`src/hdl/wrmm_pkg.sv`:
```
package wrmm_pkg;

  // store geometry (depth is a power of two so slot and position wrap by masking)
  localparam int STORE_DEPTH = 256;
  localparam int ADDR_W      = $clog2(STORE_DEPTH);
  localparam int CNT_W       = $clog2(STORE_DEPTH + 1);

  // shared arithmetic unit width: signed 33-bit second difference times 1e6 plus usec term
  localparam int ALU_W = 54;

  // shift-add multiply by the microseconds-per-second constant
  localparam int             MUL_STEPS    = 20;
  localparam logic [19:0]    USEC_PER_SEC = 20'd1000000;

  // restoring divide of the look-back span by the ping interval
  localparam int DIV_STEPS = 32;
  localparam int STEP_W    = $clog2(DIV_STEPS);

  // operation and result kind codes
  localparam logic [1:0] OP_RECORD = 2'd0;
  localparam logic [1:0] OP_MIN    = 2'd1;
  localparam logic [1:0] OP_MAX    = 2'd2;
  localparam logic [1:0] OP_UNUSED = 2'd3;

  // register indexes and reset values
  localparam logic [1:0]  REG_PING_INTERVAL = 2'd0;
  localparam logic [1:0]  REG_BASE_WINDOW   = 2'd1;
  localparam logic [31:0] PING_RESET        = 32'd100000;
  localparam logic [8:0]  BASE_RESET        = 9'd100;

  localparam logic [31:0] ALL_ONES32 = 32'hFFFF_FFFF;

  // request to the shared add/subtract unit
  typedef struct packed {
    logic [ALU_W-1:0] a;
    logic [ALU_W-1:0] b;
    logic             sub;
  } alu_req_t;

  // request to the entry store
  typedef struct packed {
    logic              wr_en;
    logic [ADDR_W-1:0] wr_addr;
    logic [31:0]       wr_data;
    logic              rd_en;
    logic [ADDR_W-1:0] rd_addr;
  } mem_req_t;

endpackage

```
`src/hdl/wrmm_alu.sv`:
```
module wrmm_alu
  import wrmm_pkg::*;
(
  input  alu_req_t         req,
  output logic [ALU_W-1:0] y
);

  // one adder, b inverted with carry in for subtraction
  assign y = req.a + (req.b ^ {ALU_W{req.sub}}) + {{(ALU_W-1){1'b0}}, req.sub};

endmodule

```
`config.mk`:
```
export PLATFORM = sky130hd
export DESIGN_NAME = wrmm_alu
export DESIGN_NICKNAME = d
export VERILOG_FILES = /design/src/hdl/wrmm_pkg.sv /design/src/hdl/wrmm_alu.sv
export SDC_FILE = /design/constraint.sdc
export NUM_CORES = 1
export LEC_CHECK = 0
export ABC_AREA = 0
export BUFFER_PORTS_ARGS = -buffer_cell sky130_fd_sc_hd__buf_2
export CAP_MARGIN = 10
export CORE_ASPECT_RATIO = 0.5
export CORE_MARGIN = 2
export CORE_UTILIZATION = 55
export DETAILED_ROUTE_END_ITERATION = 16
export PLACE_DENSITY = 0.92
export SYNTH_ARGS = -nofsm -noshare
export SYNTH_HDL_FRONTEND = slang
export SYNTH_SLANG_ARGS = --single-unit
```
`constraint.sdc`:
```
create_clock -name vclk -period 6.7
set_input_delay 0.335 -clock vclk [all_inputs]
set_output_delay 0.335 -clock vclk [all_outputs]
set_load 0.02 [all_outputs]
```
==> impl_metrics.toml, run 1 <==
[run_status]
outcome = "completed"

[min_path]
hp-class = "input pin to output pin"
min_to = "y[0]"
holdPathStages = 3
min-delay-start = "req[55]"

[setup_path]
critPathLaunchType = "input pin"
cp_top_family = "compound AO/OA/AOI/OAI gates"
critical-path-max-stage-delay_ns = 0.78
crit_arrival_ns = 4.15
cp_cell_sequence = "buf_2 > xor2_1 > fa_1 > a211oi_2 > o211ai_2 > a31oi_1 > a2111oi_2 > o21ai_1 > nand3b_1 > a221oi_2 > o21bai_1 > xor2_1 > buf_2"
critPathBufInv = 2
cp.required_ns = 6.36
worstPathMaxFanout = 39
crit_path_end_kind = "output pin"
cp_slowest_cell = "buf_2"
path_class = "input pin to output pin"
startpoint = "req[0]"

[synthesis]
ys_types = 60
syn_avg_cell_area_um2 = 7.24
ys_seq_area_frac = 0
synthCells = 532
synth_nets = 699
syn-cell-area_um2 = 3850
ys_warn_count = 0

[placed_design]
dp_cells = 763
io_buffers = 163
gp_congestion = 0.961
detailed_place_hpwl_um = 9250
place_ws_ns = 2.28

[power_and_ir_drop]
power.switching_uw = 510
leakage_nw = 2.32
combPwrFrac = 1.000
vdd_drop_max_v = 0.0000911
p_seq_frac = 0
power_density_nw_per_um2 = 178
clkPwrFrac = 0
power.internal_uw = 318
p_sw_frac = 0.616

[grt]
grt_usage = 0.273
grt_pass1_wl_um = 18200
grt_antenna_before_repair = 0
grt_max_degree = 40
grt-ovfl-total = 0
grt_pass1_vias = 4076

[timing]
maxSlewHeadroom = 0.291
final.setup.worst_slack_ns = 2.22
final-setup-viol-count = 0
slew_violations = 0
grt_setup_unrepaired = "false"
hold_violations = 0
setup_tns_ns = 0
fmax_ghz = 0.223
fin_crit_sh = 0.669
worst_pin_slew_ns = 1.06
layout_min_cycle_time_ns = 4.48

[floorplanning]
core-area_um2 = 6730
chipHeight_um = 63.2
start_util = 0.572
row_count = 21
die_w_um = 122
die_area_um2 = 7730
ioPinCount = 163

[route]
via_per_inst = 5.81
antenna_left = 0
drc = 0
drt-total-wl_um = 10900
drtIter0Drc = 300
vias = 4433
first_pass_iters = 5
wl_per_cell_um = 14.3

[finish]
final-seq-area_um2 = 0
fin_cells = 763
multi_input_area_um2 = 3650
syn2layout_area_growth_pct = 20.6
nets = 840
drive_above_1_share = 0.286
nFlopsAndLatches = 0
diodes = 0
nFillCells = 604
clkbuf_count = 0

[cts]
cts-resized-gates = 0
cts_hold_buf = 0
postCtsSetupBuffers = 0

[flow_run]
maxCapViolCount = 0
## cells in the final DEF, fill, tap and decap left out, types with 3 or more instances in the layout
cell type    n
or3_1        3
ha_1        57
a31oi_1      6
nand2b_1     5
or2_2        5
nor2b_1      5
nand4_1     18
a21oi_2      4
nand2_1     41
a21o_2       3
o21ai_1      4
a21oi_1     60
o211ai_1     6
nor2_1      24
a21boi_0     4
buf_2      163
nand3_1      8
o21bai_1    16
o21ai_0     31
and3_1       3
xor2_1      71
nor3_1      12
o21a_1       4
inv_1       15
a21o_1      29
xnor2_1     34
## cell usage after synthesis, drive strengths merged (2+ instances only)
cell type	instances	area, um2
xnor2	34	298
a21boi	5	37.5
o21a	4	30.0
a21oi	66	368
buf	7	58.8
and4	2	17.5
clkbuf	18	87.6
ha	57	713
nor2b	5	31.3
inv	15	56.3
or2	5	31.3
a221oi	3	32.5
or3	4	26.3
xor2	71	622
nand3	8	40.0
a211oi	4	47.5
and2	4	27.5
a31oi	7	58.8
o21ai	37	193
nand4	18	113
nor3	12	60.1
nand3b	2	15.0
nand2	41	154
o21bai	16	120
a21o	32	244
nor2	24	90.1
and3	3	18.8
nand2b	5	31.3
o211ai	8	70.1
## how the worst max path moves through the flow
stage / depth (start not counted) / slack, ns / endpoint
after floorplan: 13 / 2.97 / y[46]
after global placement: 13 / 2.41 / y[46]
after detailed placement: 13 / 2.28 / y[46]
after CTS: 13 / 2.26 / y[46]
after global routing: 13 / 1.89 / y[46]
final: 13 / 2.22 / y[46]
## layer usage
| layer | vias up | GRT usage | share of wire |
|---|---|---|---|
| met5 | - | 0 | 0 |
| met4 | 0 | 0.0402 | 0.015 |
| met3 | 18 | 0.0118 | 0.053 |
| met2 | 159 | 0.480 | 0.48 |
| met1 | 2033 | 0.377 | 0.45 |
| li1 | 2223 | - | - |
## worst min-delay path: cells and delay by family
family / cells / cell delay, ns
XOR/XNOR: 1 / 0.06
buffers and inverters: 2 / 0.24
## cell type report
cell class / instances / share of cell area
Multi-Input combinational cell: 492 / 0.786
Timing Repair Buffer: 164 / 0.177
Inverter: 15 / 0.0121
Tap cell: 92 / 0.0248
## power groups by stage
stage | Clock, mW | Sequential, mW | Combinational (mW)
after global placement | 0 | 0 | 0.810
after floorplan | 0 | 0 | 0.599
after CTS | 0 | 0 | 0.822
after global routing | 0 | 0 | 0.903
final | 0 | 0 | 0.828
after detailed placement | 0 | 0 | 0.817
## cells by family (layout without fill, tap and decap cells)
| group | count (synthesis) | after routing | share of synthesized area |
|---|---|---|---|
| compound gates | 192 | 192 | 0.339 |
| xor+xnor | 105 | 105 | 0.239 |
| fa+ha+maj | 58 | 58 | 0.190 |
| buf+inv | 40 | 179 | 0.0526 |
| mux | 1 | 1 | 0.00292 |
| simple gates | 136 | 136 | 0.176 |
## through the flow
step / area [um2] / utilization / hold slack [ns] / power, mW
after global routing: 4640 / 0.690 / 0.985 / 0.903
after CTS: 4640 / 0.690 / 0.969 / 0.822
final: 4640 / 0.690 / 0.967 / 0.828
after global placement: 4640 / 0.690 / 0.962 / 0.810
after floorplan: 3850 / - / 0.794 / 0.599
after detailed placement: 4640 / 0.690 / 0.969 / 0.817
Power figures use the tool's default switching activity.
==> run 2: changes to the inputs <==
CORE_UTILIZATION = 46   (was 55)
PLACE_DENSITY = 0.82   (was 0.92)
clock period = 3.7 ns   (was 6.7 ns; I/O delays follow)
==> run 2 against run 1 <==
  * Worst setup slack lost 2.0 ns
  * Global-route usage shrank 5.1 points
  * Critical path type unchanged
  * Worst hold slack lost 0.29 ns
  * Critical path depth grew 1
  * Cell area grew 1.6%
  * Utilization shrank 11 points
  * Total power grew 82%
  * Via count shrank 1.4%
  * Die area grew 19%
  * Largest power group unchanged
  * First-iteration DRC count shrank 42%
  * Wire length grew 1.2%
==> impl_metrics.toml, run 2 (synthesized netlist as in run 1, its figures left out) <==
[run_status]
outcome = "completed"

[finish]
final_cell_mix = "buf_2 (163), xor2_1 (71), a21oi_1 (60)"
fin_cells = 788
clkbuf_count = 0
nets = 845
fin_util = 0.585
syn2layout_area_growth_pct = 22.5
nFlopsAndLatches = 0
layout_commonest_cell = "buf_2"
drive_above_1_share = 0.293
final-seq-area_um2 = 0
diodes = 0

[setup_path]
crit_arrival_ns = 3.27
critPathLaunchType = "input pin"
startpoint = "req[0]"
cp_slowest_cell = "or4_1"
path_class = "input pin to output pin"
cp.required_ns = 3.51
critical-path-max-stage-delay_ns = 0.52
worstPathMaxFanout = 11
crit_path_end_kind = "output pin"
cp_cell_sequence = "buf_2 > buf_4 > xor2_1 > ha_1 > a21o_1 > a21o_1 > a21oi_1 > o221ai_1 > nand2b_1 > a31oi_1 > nor3_1 > or4_1 > o211ai_1 > buf_2"
critPathBufInv = 3
cp_top_family = "compound AO/OA/AOI/OAI gates"

[grt]
grt-ovfl-total = 0
grt_max_degree = 26
grt_usage = 0.222
grt_pass1_wl_um = 17100
grt_pass1_vias = 3791
grt_antenna_before_repair = 0

[route]
antenna_left = 0
drtIter0Drc = 173
vias = 4370
via_per_inst = 5.55
drt-total-wl_um = 11000
wl_per_cell_um = 14.0
first_pass_iters = 4
drc = 0

[floorplanning]
row_count = 23
core-area_um2 = 8060
die_area_um2 = 9160
chipHeight_um = 68.7
start_util = 0.478
die_w_um = 133
ioPinCount = 163

[placed_design]
gp_congestion = 0.912
detailed_place_hpwl_um = 9520
dp_cells = 788
io_buffers = 163

[timing]
setup_tns_ns = 0
final-setup-viol-count = 0
fin_crit_sh = 0.932
maxSlewHeadroom = 0.679
layout_min_cycle_time_ns = 3.45
grt_setup_unrepaired = "false"
hold_violations = 0
worst_pin_slew_ns = 0.475
fmax_ghz = 0.290
slew_violations = 0

[min_path]
min_to = "y[0]"
min-delay-start = "req[55]"
holdPathStages = 3
hp-class = "input pin to output pin"

[power_and_ir_drop]
vdd_drop_max_v = 0.000184
power_density_nw_per_um2 = 320
leakage_nw = 2.35

[cts]
postCtsSetupBuffers = 0
cts_hold_buf = 0
cts-resized-gates = 0

[flow_run]
maxCapViolCount = 0
==> run 2: cell count changes in the layout (fill, tap and decap cells not counted), sizes merged <==
cell / before / now
buf: 164 / 169
==> run 2: where the power goes <==
group	leakage [nW]	total, mW	switching [mW]	internal (mW)
logic	2.35	1.51	0.925	0.584
clock network	0	0	0	0
registers	0	0	0	0
==> run 2: stage by stage <==
stage	cell area [um2]	hold slack [ns]	power (mW)	setup slack, ns
global placement	4700	0.664	1.48	0.320
floorplan	3850	0.494	1.09	0.273
global route	4710	0.693	1.64	0.0702
detailed placement	4700	0.674	1.49	0.185
CTS	4700	0.674	1.50	0.165
finish	4710	0.674	1.51	0.250
==> run 2: cell type report <==
class / instances / area (um2)
multi-input cells: 492 / 3650
fillers: 758 / 3340
repair buffers: 169 / 865
well taps: 112 / 140
inverters: 15 / 56.3
==> run 2: worst max-delay path by stage <==
stage                       end  slack, ns  cells past startpoint
after floorplan           y[46]       0.27                     13
after global placement    y[46]       0.32                     13
after detailed placement  y[46]       0.18                     13
after CTS                 y[46]       0.17                     13
after global routing      y[53]       0.07                     14
final                     y[53]       0.25                     14
==> run 2: worst min-delay path, delay by kind of cell <==
family,cells,cell delay [ns]
buffers and inverters,2,0.24
xor gates and xnor gates,1,0.06
==> run 2: layer usage <==
layer	global-route usage	share of wire
met2	0.411	0.47
met1	0.303	0.48
met3	0.00731	0.045
met5	0	0
met4	0.0279	0.010
==> run 3: changes to the inputs <==
GPL_TIMING_DRIVEN = 0   (was not set)
RECOVER_POWER = 100   (was not set)
==> run 3 against run 2 <==
  * Non-clock buffer count up 19
  * Largest power group unchanged
  * Sequential cell count is the same
  * Largest cell class unchanged
  * Total power is 1.1% higher
  * Critical endpoint is now y[48]
  * Worst setup slack lost 0.11 ns
  * Highest routed layer unchanged
  * Count of clock-buffer cells in the layout unchanged
  * Final cell count up 2.4%
==> impl_metrics.toml, run 3 (synthesized netlist as in run 1, its figures left out) <==
[run_status]
outcome = "completed"

[min_path]
min-delay-start = "req[55]"
hp-class = "input pin to output pin"
min_to = "y[0]"
holdPathStages = 3

[power_and_ir_drop]
power.switching_uw = 940
combPwrFrac = 1.000
leakage_nw = 2.37
vdd_drop_max_v = 0.000234
clkPwrFrac = 0
power_density_nw_per_um2 = 316
p_seq_frac = 0
power.internal_uw = 584
p_sw_frac = 0.617

[route]
drc = 0
drt-total-wl_um = 11400
drtIter0Drc = 215
first_pass_iters = 4
wl_per_cell_um = 14.1
vias = 4376
via_per_inst = 5.42
antenna_left = 0

[grt]
grt_pass1_vias = 3926
grt-ovfl-total = 0
grt_pass1_wl_um = 17800
grt_usage = 0.232
grt_antenna_before_repair = 0
grt_max_degree = 11

[timing]
final-setup-viol-count = 0
fin_crit_sh = 0.963
maxSlewHeadroom = 0.664
slew_violations = 0
hold_violations = 0
worst_pin_slew_ns = 0.497
fmax_ghz = 0.281
whs_ns = 0.694
setup_tns_ns = 0
layout_min_cycle_time_ns = 3.56

[finish]
clkbuf_count = 0
layout_commonest_cell = "buf_2"
drive_above_1_share = 0.281
final-seq-area_um2 = 0
syn2layout_area_growth_pct = 25.5
nFillCells = 796
nFlopsAndLatches = 0
finalInstanceArea_um2 = 4830
nets = 864
diodes = 0
fin_util = 0.600
final_cell_mix = "buf_2 (153), xor2_1 (71), a21oi_1 (60)"

[floorplanning]
start_util = 0.478
die_area_um2 = 9160
die_w_um = 133
chipHeight_um = 68.7
core-area_um2 = 8060
ioPinCount = 163
row_count = 23

[setup_path]
cp_slowest_cell = "fa_1"
crit_arrival_ns = 3.38
path_class = "input pin to output pin"
cp_cell_sequence = "buf_6 > clkbuf_4 > xor2_1 > fa_1 > a211oi_2 > o211ai_2 > a31oi_4 > a21oi_2 > o22a_4 > a211oi_4 > o211ai_2 > a21oi_2 > xnor2_1 > buf_2"
critPathLaunchType = "input pin"
crit_path_end_kind = "output pin"
worstPathMaxFanout = 10
cp.required_ns = 3.51
critical-path-max-stage-delay_ns = 0.47

[flow_run]
maxCapViolCount = 0

[cts]
cts_hold_buf = 0

[placed_design]
dpl_cell_area_um2 = 4800
detailed_place_hpwl_um = 9770
io_buffers = 162
gp_congestion = 0.895
==> run 3: through the flow <==
step / power (mW) / setup slack, ns / instances
final: 1.52 / 0.135 / 807
after global routing: 1.66 / -0.000946 / 807
after CTS: 1.51 / 0.0251 / 806
after detailed placement: 1.50 / -0.379 / 806
after global placement: 1.49 / -0.402 / 806
after floorplan: 1.09 / 0.273 / 532
==> run 3: final cells by class <==
class                           instances  area (um2)  area share
Multi-Input combinational cell        492        3670       0.761
Timing Repair Buffer                  163         805       0.167
Buffer                                 25         155      0.0321
Tap cell                              112         140      0.0290
Inverter                               15        56.3      0.0117
==> run 3: repair_timing <==
item                                    in CTS  in global routing
cloned                                       0                  0
pin swaps                                    1                  2
gates resized for setup                      5                  7
buffers inserted                             0                  1
endpoints found under the setup margin      13                 10
==> run 3: worst max-delay path by stage <==
stage          depth (start not counted)    from     to  slack, ns
6_report                              14  req[0]  y[48]       0.14
5_1_grt                               14  req[0]  y[46]    -0.0009
4_1_cts                               14  req[0]  y[48]       0.03
3_5_place_dp                          14  req[0]  y[46]      -0.38
3_3_place_gp                          14  req[0]  y[46]      -0.40
2_1_floorplan                         13  req[0]  y[46]       0.27
==> run 3: routing by layer <==
layer  track usage  wire (um)  up-vias
met1         0.309       5280     1964
met5             0          0        -
met3       0.00585        640       10
met4        0.0213         84        0
met2         0.445       5400      141
li1              -          -     2261
==> run 3: power by group through the flow <==
stage | logic, mW | registers [mW] | clock network, mW
final | 1.52 | 0 | 0
after global routing | 1.66 | 0 | 0
after detailed placement | 1.50 | 0 | 0
after global placement | 1.49 | 0 | 0
after floorplan | 1.09 | 0 | 0
after CTS | 1.51 | 0 | 0
==> run 3: worst max-delay path, delay by kind of cell <==
| kind | cells | cell delay, ns |
|---|---|---|
| AOI/OAI and AO/OA | 8 | 1.81 |
| xor gates and xnor gates | 2 | 0.36 |
| adders and majority gates | 1 | 0.47 |
| buffers and inverters | 3 | 0.54 |
